### src/oet_pkg.sv
// oet_pkg: shared types and codes for the ordered endpoint table
// holds command and status codes, the stored entry layout and the sequencer states
// no dependencies
`timescale 1ns / 1ps

package oet_pkg;

    localparam int ADDR_W  = 32;
    localparam int PORT_W  = 16;
    localparam int IDX_W   = 4;
    localparam int CNT_W   = 5;
    localparam int CMD_W   = 2;
    localparam int STAT_W  = 2;
    localparam int S_DATA_W = 48;
    localparam int M_DATA_W = 32;

    // request commands
    typedef enum logic [CMD_W-1:0] {
        CMD_ADD       = 2'd0,
        CMD_FIND      = 2'd1,
        CMD_FIND_ADDR = 2'd2,
        CMD_DELETE    = 2'd3
    } t_cmd;

    // result status codes
    typedef enum logic [STAT_W-1:0] {
        ST_OK   = 2'd0,
        ST_MISS = 2'd1,
        ST_DUP  = 2'd2,
        ST_FULL = 2'd3
    } t_status;

    // one stored endpoint
    typedef struct packed {
        logic [ADDR_W-1:0] addr;
        logic [PORT_W-1:0] port;
    } t_entry;

    // sequencer states, one-hot
    typedef enum logic [3:0] {
        S_IDLE  = 4'b0001,
        S_SCAN  = 4'b0010,
        S_SHIFT = 4'b0100,
        S_RESP  = 4'b1000
    } t_state;

endpackage

### src/oet_store.sv
// oet_store: entry memory of the ordered endpoint table
// one write port and one read port with registered read data
// depends on oet_pkg for the entry layout
`timescale 1ns / 1ps

module oet_store #(
    parameter int DEPTH = 16,
    parameter int IW    = 4
) (
    input  logic                i_clk,
    input  logic                i_we,
    input  logic [IW-1:0]       i_waddr,
    input  oet_pkg::t_entry     i_wdata,
    input  logic [IW-1:0]       i_raddr,
    output oet_pkg::t_entry     o_rdata
);

    oet_pkg::t_entry r_mem [DEPTH];
    oet_pkg::t_entry r_rdata;

    // write port
    always_ff @(posedge i_clk) begin
        if (i_we) begin
            r_mem[i_waddr] <= i_wdata;
        end
    end

    // registered read port
    always_ff @(posedge i_clk) begin
        r_rdata <= r_mem[i_raddr];
    end

    assign o_rdata = r_rdata;

endmodule

### src/ordered_endpoint_table.sv
// ordered_endpoint_table: insertion-ordered table of (address, port) endpoints
// sequencer with one compare unit walking the entry memory in oet_store
// depends on oet_pkg and oet_store
`timescale 1ns / 1ps

// channel   direction  signals                       contents
// request   in         s_axis_tvalid/tready/tdata/tuser  command, address, port
// result    out        m_axis_tvalid/tready/tdata/tuser  status, index, port, count
//
// one request at a time: accept, then a scan of the stored entries; a delete then
// moves the later entries down one per cycle, and the result is sent last
// reset is synchronous, active low, and empties the table
// a result waiting in the output register holds the next result in the sequencer,
// which then accepts no request until the waiting result is taken

module ordered_endpoint_table #(
    parameter int TABLE_DEPTH = 16
) (
    input  logic        i_clk,
    input  logic        i_rst_n,
    input  logic        s_axis_tvalid,
    output logic        s_axis_tready,
    input  logic [47:0] s_axis_tdata,   // [31:0] address, [47:32] port_number
    input  logic [1:0]  s_axis_tuser,   // [1:0] command
    output logic        m_axis_tvalid,
    input  logic        m_axis_tready,
    output logic [31:0] m_axis_tdata,   // [3:0] entry_index, [19:4] matched_port,
                                        // [24:20] entry_count, rest zero
    output logic [1:0]  m_axis_tuser    // [1:0] status
);

    localparam int IW = $clog2(TABLE_DEPTH);
    localparam int CW = $clog2(TABLE_DEPTH + 1);
    localparam int PW = oet_pkg::PORT_W;

    oet_pkg::t_state  r_state, n_state;
    oet_pkg::t_cmd    r_cmd, n_cmd;
    oet_pkg::t_entry  r_key, n_key;
    logic [CW-1:0]    r_count, n_count;
    logic [CW-1:0]    r_ptr, n_ptr;
    logic             r_rd_vld, n_rd_vld;
    logic [IW-1:0]    r_rd_idx, n_rd_idx;
    oet_pkg::t_status r_res_status, n_res_status;
    logic [IW-1:0]    r_res_idx, n_res_idx;
    logic [PW-1:0]    r_res_port, n_res_port;
    logic             r_m_valid, n_m_valid;
    logic [31:0]      r_m_tdata, n_m_tdata;
    logic [1:0]       r_m_tuser, n_m_tuser;

    logic             mem_we;
    logic [IW-1:0]    mem_waddr;
    oet_pkg::t_entry  mem_wdata;
    oet_pkg::t_entry  mem_rdata;
    logic             issue;
    logic             match;
    logic             addr_only;
    logic [IW+3:0]    idx_ext;
    logic [CW+4:0]    cnt_ext;

    oet_store #(
        .DEPTH (TABLE_DEPTH),
        .IW    (IW)
    ) u_store (
        .i_clk   (i_clk),
        .i_we    (mem_we),
        .i_waddr (mem_waddr),
        .i_wdata (mem_wdata),
        .i_raddr (r_ptr[IW-1:0]),
        .o_rdata (mem_rdata)
    );

    // read issue and compare of the entry read last cycle
    assign issue     = (r_ptr < r_count);
    assign addr_only = (r_cmd == oet_pkg::CMD_FIND_ADDR) || (r_cmd == oet_pkg::CMD_DELETE);
    assign match     = r_rd_vld && (mem_rdata.addr == r_key.addr)
                       && (addr_only || (mem_rdata.port == r_key.port));

    // result fields zero-extended, cut to their field widths when the output is built
    assign idx_ext = {4'b0, r_res_idx};
    assign cnt_ext = {5'b0, r_count};

    assign s_axis_tready = (r_state == oet_pkg::S_IDLE);
    assign m_axis_tvalid = r_m_valid;
    assign m_axis_tdata  = r_m_tdata;
    assign m_axis_tuser  = r_m_tuser;

    // sequencer
    always_comb begin
        n_state      = r_state;
        n_cmd        = r_cmd;
        n_key        = r_key;
        n_count      = r_count;
        n_ptr        = r_ptr;
        n_rd_vld     = r_rd_vld;
        n_rd_idx     = r_rd_idx;
        n_res_status = r_res_status;
        n_res_idx    = r_res_idx;
        n_res_port   = r_res_port;
        n_m_valid    = r_m_valid;
        n_m_tdata    = r_m_tdata;
        n_m_tuser    = r_m_tuser;
        mem_we       = 1'b0;
        mem_waddr    = r_rd_idx - 1'b1;
        mem_wdata    = mem_rdata;

        // result taken downstream
        if (r_m_valid && m_axis_tready) begin
            n_m_valid = 1'b0;
        end

        case (r_state)
            oet_pkg::S_IDLE: begin
                if (s_axis_tvalid) begin
                    n_cmd      = oet_pkg::t_cmd'(s_axis_tuser);
                    n_key.addr = s_axis_tdata[31:0];
                    n_key.port = s_axis_tdata[47:32];
                    n_ptr      = '0;
                    n_rd_vld   = 1'b0;
                    n_state    = oet_pkg::S_SCAN;
                end
            end
            oet_pkg::S_SCAN: begin
                n_rd_vld = issue;
                if (issue) begin
                    n_ptr    = r_ptr + 1'b1;
                    n_rd_idx = r_ptr[IW-1:0];
                end
                if (match) begin
                    n_res_idx  = r_rd_idx;
                    n_res_port = '0;
                    case (r_cmd)
                        oet_pkg::CMD_ADD: begin
                            n_res_status = oet_pkg::ST_DUP;
                            n_state      = oet_pkg::S_RESP;
                        end
                        oet_pkg::CMD_FIND, oet_pkg::CMD_FIND_ADDR: begin
                            n_res_status = oet_pkg::ST_OK;
                            n_res_port   = mem_rdata.port;
                            n_state      = oet_pkg::S_RESP;
                        end
                        default: begin
                            // delete: the read of the next entry is already in flight
                            n_res_status = oet_pkg::ST_OK;
                            n_state      = oet_pkg::S_SHIFT;
                        end
                    endcase
                end else if (!r_rd_vld && !issue) begin
                    // whole table walked without a hit
                    n_res_port = '0;
                    n_res_idx  = '0;
                    n_state    = oet_pkg::S_RESP;
                    if (r_cmd == oet_pkg::CMD_ADD) begin
                        if (r_count >= CW'(TABLE_DEPTH)) begin
                            n_res_status = oet_pkg::ST_FULL;
                        end else begin
                            mem_we       = 1'b1;
                            mem_waddr    = r_count[IW-1:0];
                            mem_wdata    = r_key;
                            n_res_idx    = r_count[IW-1:0];
                            n_count      = r_count + 1'b1;
                            n_res_status = oet_pkg::ST_OK;
                        end
                    end else begin
                        n_res_status = oet_pkg::ST_MISS;
                    end
                end
            end
            oet_pkg::S_SHIFT: begin
                // move each later entry down one place
                n_rd_vld = issue;
                if (issue) begin
                    n_ptr    = r_ptr + 1'b1;
                    n_rd_idx = r_ptr[IW-1:0];
                end
                if (r_rd_vld) begin
                    mem_we    = 1'b1;
                    mem_waddr = r_rd_idx - 1'b1;
                    mem_wdata = mem_rdata;
                end else if (!issue) begin
                    n_count = r_count - 1'b1;
                    n_state = oet_pkg::S_RESP;
                end
            end
            oet_pkg::S_RESP: begin
                if (!r_m_valid || m_axis_tready) begin
                    n_m_valid = 1'b1;
                    n_m_tuser = r_res_status;
                    n_m_tdata = {7'b0, cnt_ext[4:0], r_res_port, idx_ext[3:0]};
                    n_state   = oet_pkg::S_IDLE;
                end
            end
            default: begin
                n_state = oet_pkg::S_IDLE;
            end
        endcase
    end

    // control registers
    always_ff @(posedge i_clk) begin
        if (!i_rst_n) begin
            r_state   <= oet_pkg::S_IDLE;
            r_count   <= '0;
            r_rd_vld  <= 1'b0;
            r_m_valid <= 1'b0;
        end else begin
            r_state   <= n_state;
            r_count   <= n_count;
            r_rd_vld  <= n_rd_vld;
            r_m_valid <= n_m_valid;
        end
    end

    // payload registers
    always_ff @(posedge i_clk) begin
        r_cmd        <= n_cmd;
        r_key        <= n_key;
        r_ptr        <= n_ptr;
        r_rd_idx     <= n_rd_idx;
        r_res_status <= n_res_status;
        r_res_idx    <= n_res_idx;
        r_res_port   <= n_res_port;
        r_m_tdata    <= n_m_tdata;
        r_m_tuser    <= n_m_tuser;
    end

endmodule

### config.mk
export PLATFORM = sky130hd
export DESIGN_NAME = ordered_endpoint_table
export DESIGN_NICKNAME = d
export VERILOG_FILES = /design/src/oet_pkg.sv /design/src/oet_store.sv /design/src/ordered_endpoint_table.sv
export SDC_FILE = /design/constraint.sdc
export NUM_CORES = 1
export LEC_CHECK = 0
export ABC_CLOCK_PERIOD_IN_PS = 9700
export BUFFER_PORTS_ARGS = -buffer_cell sky130_fd_sc_hd__buf_2
export CORE_UTILIZATION = 65
export CTS_BUF_LIST = sky130_fd_sc_hd__clkbuf_16
export DETAILED_ROUTE_END_ITERATION = 7
export HOLD_SLACK_MARGIN = 0.03
export PLACE_DENSITY = 0.84
export SLEW_MARGIN = 0
export SYNTH_ARGS = -nofsm -noshare
export SYNTH_HDL_FRONTEND = slang
export SYNTH_HIERARCHICAL = 1
export SYNTH_SLANG_ARGS = --single-unit
### constraint.sdc
create_clock -name i_clk -period 9.7 [get_ports i_clk]
set_input_delay 0.97 -clock i_clk [delete_from_list [all_inputs] [get_ports i_clk]]
set_output_delay 0.97 -clock i_clk [all_outputs]
set_load 0.03 [all_outputs]
* Word level (Yosys, flattened, before mapping)
Memory sizes are Yosys's and may differ from the RTL's. A register that Yosys moved wholly into a read port is not among the register bits.
Index checks and enable logic that the tools add are counted.
** Word-level totals
- Memories :: 1
- Word-level logic and storage cells :: 118
- Memory bits (writable) :: 768
- Register bits :: 119
- Output and inout bits :: 36
- Bits of input ports :: 54
** Memory list
- u_store.r_mem :: words 16, width 48, read ports 1, clocked after Yosys merged registers in 1, wr ports 1, RTL line oet_store.sv:18 : oet_pkg::t_entry r_mem [DEPTH];
** Cells by class
- Order comparisons :: 2
- Equality and inequality tests :: 19
- Reductions and logical operators :: 25
- Muxes and demuxes :: 53
- Add/sub/neg operators :: 4
** Operator list (count)
- two-way mux 48 bit :: 5
- two-way mux 4 bit :: 16
- two-way mux 16 bit :: 3
- two-way mux 5 bit :: 8
- == test 32 bit :: 1
- one-hot mux 5 bit (2 select lines) :: 2
- == test 16 bit :: 1
- inequality test 2 bit (second input constant) :: 8
- one-hot mux 4 bit (4 select lines) :: 1
- two-way mux 1 bit :: 11
- adder 5 x 1 -> 5 bit (second input constant) :: 2
- two-way mux 2 bit :: 5
- AND reduction 2 bit :: 5
- AND reduction 7 bit :: 1
- nonzero test 2 bit :: 3
- >= comparator 5 bit (second input constant) :: 1
- less-than comparator 5 bit :: 1
- AND reduction 5 bit :: 1
- subtractor 5 x 1 -> 5 bit (second input constant) :: 1
- == test 2 bit (second input constant) :: 2
- == test 4 x 1 -> 1 bit (second input constant) :: 1
- == test 4 x 2 -> 1 bit (second input constant) :: 1
- == test 4 x 3 -> 1 bit (second input constant) :: 1
- == test 4 bit (second input constant) :: 1
- 12 further kinds :: 21

* Depth between registers and ports, before layout
- Depth after elaboration :: 8
- Mapped depth :: 10
- Mapped depth without buffers :: 9

* Hierarchy
Netlist, hierarchy kept.
** By module, submodules not included
- oet_store :: area each 29694.7 um^2, instances 1, cells an instance 1242, seq. area each 24023.0 um^2
- ordered_endpoint_table :: area each 5751.8 um^2, instances 1, cells an instance 412, seq. area each 3463.3 um^2

* Worst setup path before layout
No wires, ideal clock.
- Path kind :: register to register
- Start :: register r_ptr[1]
- End :: memory u_store/r_mem[0][0] (netlist bit) (enable)
- Setup time :: 0.513 ns
- Data required time :: 9.187 ns
- Path buffers :: 1
- Clock period less this slack :: 6.136 ns
- Slack :: 3.564 ns
- Stages on the path, launching flop included :: 10
- Data arrival time :: 5.623 ns
- Cell sequence :: edfxtp_1 ha_1 a21o_1 a21o_1 a41oi_4 nor2_2 buf_6 mux2i_1 or3b_2 nor3_1
** On the way
- Elaborated cells on any way between the ends :: 11
- Those cells by class :: order compare (1); mux (8); reduce/logical (2)
** RTL lines
- start, declared :: RTL line ordered_endpoint_table.sv:40 : logic [CW-1:0] r_ptr, n_ptr;
- start signal, assigned :: RTL line ordered_endpoint_table.sv:217 : r_ptr <= n_ptr;
- less-than comparator 5 bit :: RTL line ordered_endpoint_table.sv:73 : assign issue = (r_ptr < r_count);
- logical NOT 1 bit
- logical AND 1 bit :: RTL line ordered_endpoint_table.sv:147 : end else if (!r_rd_vld && !issue) begin
- two-way mux 4 bit :: RTL line ordered_endpoint_table.sv:147
- two-way mux 4 bit :: RTL line ordered_endpoint_table.sv:128 : if (match) begin
- two-way mux 4 bit
- named net mem_waddr[2] :: RTL line ordered_endpoint_table.sv:51 : logic [IW-1:0] mem_waddr;
- end, declared :: RTL line oet_store.sv:18
The timed path passes the listed nets, and every way through them passes these cells.

* Worst setup path after layout
- Start :: register r_ptr[0]
- End :: memory u_store/r_mem[15][7] (netlist bit) (enable)
The elaborated chain is that of the path after synthesis.

==> reports/summary.txt <==
Status: finished clean
Setup violators final: 0
First-pass GRT wire length: 116500 um
Final Net Count: 1850
Post-synth EDFFs: 876
DRT iter0 DRCs: 2169
Reg2reg end: u_store/r_mem[15][7]$_DFFE_PP_
Cell Area, Synth: 35450 um2
MaxCap Viol Count: 0
GP Congestion: 0.8218
Final period utilization: 59.12%
Setup TNS: 0 ps
Power density over the cells: 293.5 nW/um2
Kind of end point of the critical path: flip-flop
Hold Vio Cnt, Final: 0
TritonCTS clock tree: done
Post-Synthesis Cells: 1654
Hold depth: 0
Clock root cell: clkbuf_16
Part of the power in registers: 46.0%
Sink Count: 935
Synth Flop Type: edfxtp_1
Final Hold Slack: 414.8 ps
DRC viols: 0
Via density: 6.921
Slew Limit Headroom: 20.65%
# port buffers: 82
Syn_area_per_cell: 21.43 um2
Hold Startpoint: r_res_idx[3]$_DFFE_PP_
Largest net degree at the start of global routing: 164
Switching Fraction: 29.55%
Number of fill cells: 2750
DR vias: 17660
Startpoint Class: flip-flop
P_int: 8193 uW
Post-Layout Inst Area: 39620 um2
Post-synth ARST share: 0%
Final WL: 78710 um
Initial antenna violation count: 0
Initial core utilization: 65.87%
Die Y: 235.5 um
RSZ-0062 raised after global routing: false
Lkg Pwr: 0.01288 uW
CTS clk-pin slew, worst paths: 60 ps
Register bit total from synthesis: 935
Yosys cell types: 53
F_max: 174.4 MHz
Total power: 11630 uW
Number of diodes: 0
Die width: 235.5 um
Post-CTS Setup Bufs: 0
NetSw: 3436 uW
Synth top area share: 74.21%
Fin crit period: 5734 ps
Clk_lat worst skew: 650 ps
Synth top area cells: edfxtp_1 (74%), mux4_2 (12%), dfxtp_1 (3.3%)
Reg2reg setup slack: 3970 ps
Part of the power in the clock network: 29.8%
Antenna-violating nets left: 0
Slowest Stage Delay on Critical Path: 780 ps
Worst hold path type: flip-flop to flip-flop
Combinational power share: 24.3%
Standard-cell row count: 85
Slowest library cell on the worst path: mux2i_1
Max VDD drop: 230.2 uV
Reg2reg start: r_ptr[0]$_SDFFCE_PN0P_
Grt ovf: 0
# IOs: 90
Count of hold-fix buffers inserted at cts: 0
CP Cell Sequence: buf_12 -> nand2b_1 -> a21o_1 -> a21o_1 -> a41oi_4 -> nor2_4 -> buf_4 -> mux2i_1 -> nand2_1 -> nor2_4 -> buf_4
Fraction of layout cells with a size suffix above 1: 25.77%
Largest area contributor in the netlist: edfxtp_1
Drt pass-1 iters: 7
Placed cell area: 36700 um2
Register area share after synthesis: 77.54%
Placed wire-length estimate: 39310 um
WHS Endpoint: m_axis_tdata[3]$_DFFE_PP_
Slew @ Worst Pin: 1190 ps
TritonCTS buffer count: 89
CTS max path bufs: 3
Vias in the first global route: 18510
Setup CP Type: flip-flop to flip-flop
Total global routing track utilization: 29.05%
Routed len/inst: 30.85 um
Resize count post-CTS: 0
Critical path data arrival time: 5990 ps
Core area: 53810 um2
Clk_skew: 35.85 ps
Die area: 55470 um2
FF-to-FF path depth: 11
Yosys warning total: 6
Final Slew Violations: 0
H-tree levels: 3
Synth-to-Final Area Change: 11.78%
Crit path max fanout: 108
Data required time at the worst endpoint: 9950 ps
-- synth_stat cells, types with 2 or more instances --
| cell | number |
|---|---|
| ha_1 | 13 |
| a2111oi_2 | 2 |
| nand2_1 | 57 |
| nand2b_1 | 4 |
| mux2_2 | 20 |
| inv_1 | 15 |
| o22ai_1 | 2 |
| mux4_2 | 192 |
| and2_1 | 2 |
| nand3_1 | 11 |
| nor4_1 | 14 |
| a21o_1 | 4 |
| clkbuf_1 | 29 |
| or4_1 | 2 |
| o21ai_0 | 9 |
| xnor2_1 | 5 |
| a22oi_1 | 97 |
| nor4b_1 | 2 |
| dfxtp_1 | 59 |
| edfxtp_1 | 876 |
| buf_2 | 10 |
| buf_1 | 9 |
| nor2b_1 | 6 |
| nand4_1 | 5 |
| a21oi_1 | 15 |
| mux2i_1 | 4 |
| and3_1 | 16 |
| buf_6 | 5 |
| nand3b_1 | 4 |
| nor3_1 | 8 |
| nor2_1 | 29 |
| buf_4 | 26 |
| mux2_1 | 28 |
| or3_1 | 5 |
| xor2_1 | 51 |
-- cell usage in the layout (no fill, tap or decap), drive strengths merged, types with 9 or more instances in the layout --
cell    Yosys  final
mux2       48     48
xor2       51     51
a21oi      15     15
o21ai       9      9
ha         13     13
a22oi      97     97
buf        50    111
clkinv      1     35
bufinv      0     10
mux4      192    192
dfxtp      59     59
edfxtp    876    876
nor2       30     30
nand2      57     57
and3       16     16
nand3      11     11
clkbuf     30     91
inv        15     36
nor4       14     14
-- logic make-up after synthesis --
| group | synth area share, % |
|---|---|
| XOR/XNOR | 1.384 |
| AO/OA/AOI/OAI | 2.870 |
| other | 0.01058 |
| AND/OR/NAND/NOR | 2.404 |
| buffers and inverters | 1.437 |
| flip-flops | 77.54 |
| adder cells (fa/ha/maj) | 0.5154 |
| multiplexers | 13.84 |
-- metal layers --
metal  global-route usage [%]  wire (um)  part of all wire, %  vias up
met5                        0          0                    0        -
met4                    12.36       3340                  4.2        0
met3                    5.441       6827                  8.7      241
met2                    48.81      40090                   51     1174
met1                    37.75      28450                   36     9134
li1                         -          -                    -     7107
-- cell type report --
| type | instances | area (um2) | area share (%) |
|---|---|---|---|
| Clock buffer | 91 | 2277 | 5.747 |
| Clock inverter | 73 | 645.6 | 1.629 |
| Inverter | 16 | 60.06 | 0.1516 |
| Multi-Input combinational cell | 629 | 7630 | 19.26 |
| Sequential cell | 935 | 27490 | 69.37 |
| Tap cell | 696 | 870.8 | 2.198 |
| Timing Repair Buffer | 111 | 653.1 | 1.648 |
-- per-stage QoR --
stage | worst slack, ps | util (%) | cells
after detailed placement | 4039 | 68.20 | 2387
after global routing | 3653 | 73.63 | 2551
final | 3966 | 73.63 | 2551
after global placement | 4327 | 68.20 | 2387
after CTS | 3944 | 73.63 | 2551
after floorplan | 3564 | - | 1660
-- flip-flops by register name (all words and copies together) (netlist names), 2 cells and up --
| signal | cells |
|---|---|
| m_axis_tuser | 2 |
| r_res_idx | 4 |
| r_rd_idx | 4 |
| r_cmd | 2 |
| r_count | 5 |
| m_axis_tdata | 25 |
| r_ptr | 5 |
| u_store/r_mem | 768 |
| r_res_port | 16 |
| r_res_status | 2 |
| r_key | 48 |
| u_store/o_rdata | 48 |
| r_state | 4 |
-- worst max-delay path, delay by kind of cell, from the launching register on --
family	cells	cell delay [ps]
DFF	1	380
and+or+nand+nor	4	1550
buffers and inverters	3	1970
muxes	1	780
AOI/OAI and AO/OA	3	570
-- power groups by stage --
stage / Sequential (uW) / Clock, uW / Combinational, uW
finish: 5340 / 3460 / 2820
CTS: 5340 / 3490 / 2810
detailed placement: 5420 / 0 / 2750
global placement: 5400 / 0 / 2620
global route: 5360 / 3640 / 3000
floorplan: 5350 / 0 / 1990
-- worst max-delay path by stage --
| stage | startpoint | end | depth (start not counted) |
|---|---|---|---|
| final | r_ptr[0]$_SDFFCE_PN0P_ | u_store/r_mem[15][7]$_DFFE_PP_ | 11 |
| after global routing | r_ptr[0]$_SDFFCE_PN0P_ | u_store/r_mem[15][7]$_DFFE_PP_ | 11 |
| after CTS | r_ptr[0]$_SDFFCE_PN0P_ | u_store/r_mem[15][7]$_DFFE_PP_ | 11 |
| after detailed placement | r_ptr[0]$_SDFFCE_PN0P_ | u_store/r_mem[15][10]$_DFFE_PP_ | 11 |
| after global placement | r_ptr[0]$_SDFFCE_PN0P_ | u_store/r_mem[15][20]$_DFFE_PP_ | 11 |
| after floorplan | r_ptr[1]$_SDFFCE_PN0P_ | u_store/r_mem[0][0]$_DFFE_PP_ | 9 |
Power figures use the tool's default switching activity.
